<file path="src/design/salc_pkg.sv">
package salc_pkg;

  localparam int MAX_SETS = 1024;
  localparam int MAX_WAYS = 8;
  localparam int SET_W    = $clog2(MAX_SETS);
  localparam int WAY_CW   = 4;
  localparam int TAG_W    = 64;
  localparam int AGE_W    = 3;
  localparam int LINE_W   = TAG_W + AGE_W + 1;
  localparam int ROW_W    = LINE_W * MAX_WAYS;

  localparam logic [1:0] REG_SET_BITS   = 2'd0;
  localparam logic [1:0] REG_BLOCK_BITS = 2'd1;
  localparam logic [1:0] REG_WAYS       = 2'd2;

  localparam logic [1:0] REQ_MODIFY = 2'd2;

  localparam logic [1:0] OUT_HIT   = 2'd0;
  localparam logic [1:0] OUT_FILL  = 2'd1;
  localparam logic [1:0] OUT_EVICT = 2'd2;

  typedef struct packed {
    logic clr;
    logic accept;
    logic look;
  } cmd_t;

  typedef struct packed {
    logic clr_last;
  } stat_t;

endpackage

</file>
<file path="src/design/salc_ctrl.sv">
module salc_ctrl import salc_pkg::*; (
  input  logic  clk,
  input  logic  rst,
  input  logic  start,
  input  stat_t stat,
  output cmd_t  cmd,
  output logic  busy
);

  localparam logic [1:0] S_CLR  = 2'd0;
  localparam logic [1:0] S_IDLE = 2'd1;
  localparam logic [1:0] S_LOOK = 2'd2;

  logic [1:0] state, state_next;

  always_comb begin
    state_next = state;
    case (state)
      S_CLR:   if (stat.clr_last) state_next = S_IDLE;
      S_IDLE:  if (start) state_next = S_LOOK;
      S_LOOK:  state_next = S_IDLE;
      default: state_next = S_CLR;
    endcase
  end

  always_ff @(posedge clk) begin
    if (rst) begin
      state <= S_CLR;
    end else begin
      state <= state_next;
    end
  end

  assign busy       = (state != S_IDLE);
  assign cmd.clr    = (state == S_CLR);
  assign cmd.accept = (state == S_IDLE) && start;
  assign cmd.look   = (state == S_LOOK);

endmodule

</file>
<file path="config.mk">
export PLATFORM = sky130hd
export DESIGN_NAME = salc_ctrl
export DESIGN_NICKNAME = d
export VERILOG_FILES = /design/src/design/salc_pkg.sv /design/src/design/salc_ctrl.sv
export SDC_FILE = /design/constraint.sdc
export NUM_CORES = 1
export LEC_CHECK = 0
export ABC_AREA = 0
export ABC_CLOCK_PERIOD_IN_PS = 1800
export BUFFER_PORTS_ARGS = -buffer_cell sky130_fd_sc_hd__buf_4
export CAP_MARGIN = 20
export CORE_AREA = 2 2 39 41
export CTS_BUF_LIST = sky130_fd_sc_hd__clkbuf_16
export DETAILED_ROUTE_END_ITERATION = 10
export DIE_AREA = 0 0 41 43
export PLACE_DENSITY = 0.3
export SLEW_MARGIN = 25
export SYNTH_ARGS = -nofsm -noshare
export SYNTH_HDL_FRONTEND = slang
export SYNTH_SLANG_ARGS = --single-unit
</file>
<file path="constraint.sdc">
create_clock -name clk -period 1.8 [get_ports clk]
set_input_delay 0.18 -clock clk [delete_from_list [all_inputs] [get_ports clk]]
set_output_delay 0.18 -clock clk [all_outputs]
set_load 0.005 [all_outputs]
</file>
==> flow_metrics.env <==
export IMPL_drt_total_wl_um=284
export IMPL_slowest_delay_ps=360
export IMPL_synth_cell_types=8
export IMPL_switching_power_w=0.0000630
export IMPL_combPwrFrac_pct=7.4
export IMPL_netSwitchingFraction_pct=15.3
export IMPL_port_buffers=7
export IMPL_gp_congestion=0.543
export IMPL_skew_ps=0.220
export IMPL_worst_ep_arrival_time_ps=920
export IMPL_hp_class="input port to flip-flop"
export IMPL_setup_tns_ps=0
export IMPL_final_common_cell="buf_4"
export IMPL_drv_cap=0
export IMPL_initial_utilization_pct=7.59
export IMPL_cp_cell_sequence="and3b_1 > buf_4"
export IMPL_largest_register_ffs=2
export IMPL_clock_power_share_pct=80.1
export IMPL_hold_viol=0
export IMPL_top_register="state"
export IMPL_h_tree_depth=1
export IMPL_instances_no_fill=36
export IMPL_synth_top_area_share_pct=38.1
export IMPL_reg_top3="state (2)"
export IMPL_firstDrtPassIters=2
export IMPL_grt_pass1_vias=117
export IMPL_max_freq_mhz=908
export IMPL_peakVddDrop_uv=445
export IMPL_seqCellArea_um2=40.0
export IMPL_cts_inserted_buffers=3
export IMPL_post_drt_wl_per_cell_um=7.89
export IMPL_worst_slack_ps=699
export IMPL_clockBufferDepth=2
export IMPL_drv_slew=0
export IMPL_met3_wirelength_um=71
export IMPL_required_ps=1620
export IMPL_synthMuxAreaShare_pct=0
export IMPL_syn_inst=10
export IMPL_drive_gt1_share_pct=60.0
export IMPL_fp_dieW_um=41
export IMPL_synth_top_family_by_area="simple AND/OR/NAND/NOR gates"
export IMPL_synth_compound_area_share_pct=15.5
export IMPL_n_fill_cell=159
export IMPL_synth_seq_cells=2
export IMPL_synth_xor_area_share_pct=0
export IMPL_row_count=14
export IMPL_top_layer="met4"
export IMPL_place_inst=33
export IMPL_synth_simple_area_share_pct=46.4
export IMPL_die_area_um2=1760
export IMPL_cts_tree="done"
export IMPL_clk_latency_ps=220
export IMPL_synth_adder_area_share_pct=0
export IMPL_grt_pass1_wl_um=455
export IMPL_boundaryPins=8
export IMPL_yosysSeqAreaShare_pct=38.1
export IMPL_synth_nets=14
export IMPL_dr_total_vias=111
export IMPL_synth_area_per_cell_um2=10.5
export IMPL_clk_pin_slew_ps=30
export IMPL_critPathSlowestCell="dfxtp_1"
export IMPL_met1Wirelength_um=120
export IMPL_wl_met2_um=76
export IMPL_clock_sinks=2
export IMPL_drt_iter0_drc=1
export IMPL_core_um2=1380
export IMPL_relSlewSlack_pct=87.8
export IMPL_ys_warn_count=0
export IMPL_fin_crit_ps=1100
export IMPL_setup_viol=0
export IMPL_diodes=0
export IMPL_syn2layout_area_growth_pct=140
export IMPL_rsz0062_at_grt="no"
export IMPL_layout_common_cells="7 x buf_4, 3 x clkbuf_16, 2 x nor2_1, 2 x dfxtp_1"
export IMPL_grt_overflow_total=0
export IMPL_route_detailed_drc=0
export IMPL_worstSetupPathType="flip-flop to primary output"
export IMPL_startpoint_type="flip-flop"
export IMPL_synthesis_area_um2=105
export IMPL_holdBufCountCts=0
export IMPL_ant_nets=0
export IMPL_nNetsFinal=26
export IMPL_track_usage_pct=4.90
export IMPL_worstPathMaxFanout=5
export IMPL_synth_area_leaders="dfxtp_1 38%, o32ai_2 15%, nor2b_4 13%"
export IMPL_tightest_slew_ps=183
export IMPL_post_route_period_util_pct=61.2
export IMPL_post_cts_resized=0
export IMPL_root_buffer="clkbuf_16"
export IMPL_internal_power_w=0.000350
export IMPL_vias_per_cell=3.08
export IMPL_p_leak_nw=0.111
export IMPL_antenna_found_initial=0
export IMPL_endpoint_kind="primary output"
export IMPL_post_place_ws_ps=920
export IMPL_seqPwrFrac_pct=12.4
export IMPL_grt_start_max_net_pins=6
export IMPL_yosys_area_top_type="dfxtp_1"
export IMPL_outcome="finished clean"
export IMPL_p_per_area_nw_per_um2=1630
export IMPL_die_h_um=43
export IMPL_multi_input_area_um2=65.1
export IMPL_cts_setup_buffers=0
[metal layers]
metal  global-route usage, %  vias up
li1                        -       54
met1                    4.78       44
met4                    8.00        0
met3                    5.24        2
met2                    3.75       11
met5                       0        -
[cell usage after synthesis]
| library cell | number |
|---|---|
| nor2b_4 | 1 |
| o32ai_2 | 1 |
| and3b_1 | 1 |
| or2_1 | 1 |
| dfxtp_1 | 2 |
| nor2_1 | 2 |
| nand2b_1 | 1 |
| nor2b_1 | 1 |
[power groups by stage]
stage	registers, W	clock network (W)	logic [W]
finish	0.0000514	0.000331	0.0000307
global placement	0.0000515	0	0.0000306
floorplan	0.0000508	0	0.0000129
global route	0.0000521	0.000344	0.0000330
CTS	0.0000514	0.000337	0.0000312
detailed placement	0.0000519	0	0.0000310
[kinds of logic after synthesis]
group	after synthesis
DFF	2
AOI/OAI and AO/OA	1
and+or+nand+nor	7
[final cells by class]
class / count / area share [%]
clock buffers: 3 / 29.7
multi-input cells: 8 / 25.7
flip-flops and latches: 2 / 15.8
well taps: 16 / 7.92
repair buffers: 7 / 20.8
[final timing paths]
kind | from | endpoint | slack (ps) | cells past startpoint
max | state[1] | cmd[1] | 700 | 2
min reg2reg | state[1] | state[0] | 590 | 2
max reg2reg | state[1] | state[1] | 1000 | 2
min | rst | state[1] | 160 | 2
[critical path, delay by kind of cell, from the launching register on]
| family | cells | cell delay, ps |
|---|---|---|
| flops | 1 | 360 |
| buf+inv | 1 | 130 |
| simple gates | 1 | 210 |
[per-stage QoR]
step / area (µm²) / util (%) / hold WS, ps / total power, W
after floorplan: 105 / - / 244 / 0.0000637
after global placement: 178 / 12.8 / 375 / 0.0000821
after detailed placement: 178 / 12.8 / 380 / 0.0000829
after CTS: 253 / 18.3 / 152 / 0.000420
after global routing: 253 / 18.3 / 152 / 0.000430
final: 253 / 18.3 / 155 / 0.000413
Note: power is estimated with default switching activity, not from simulation.
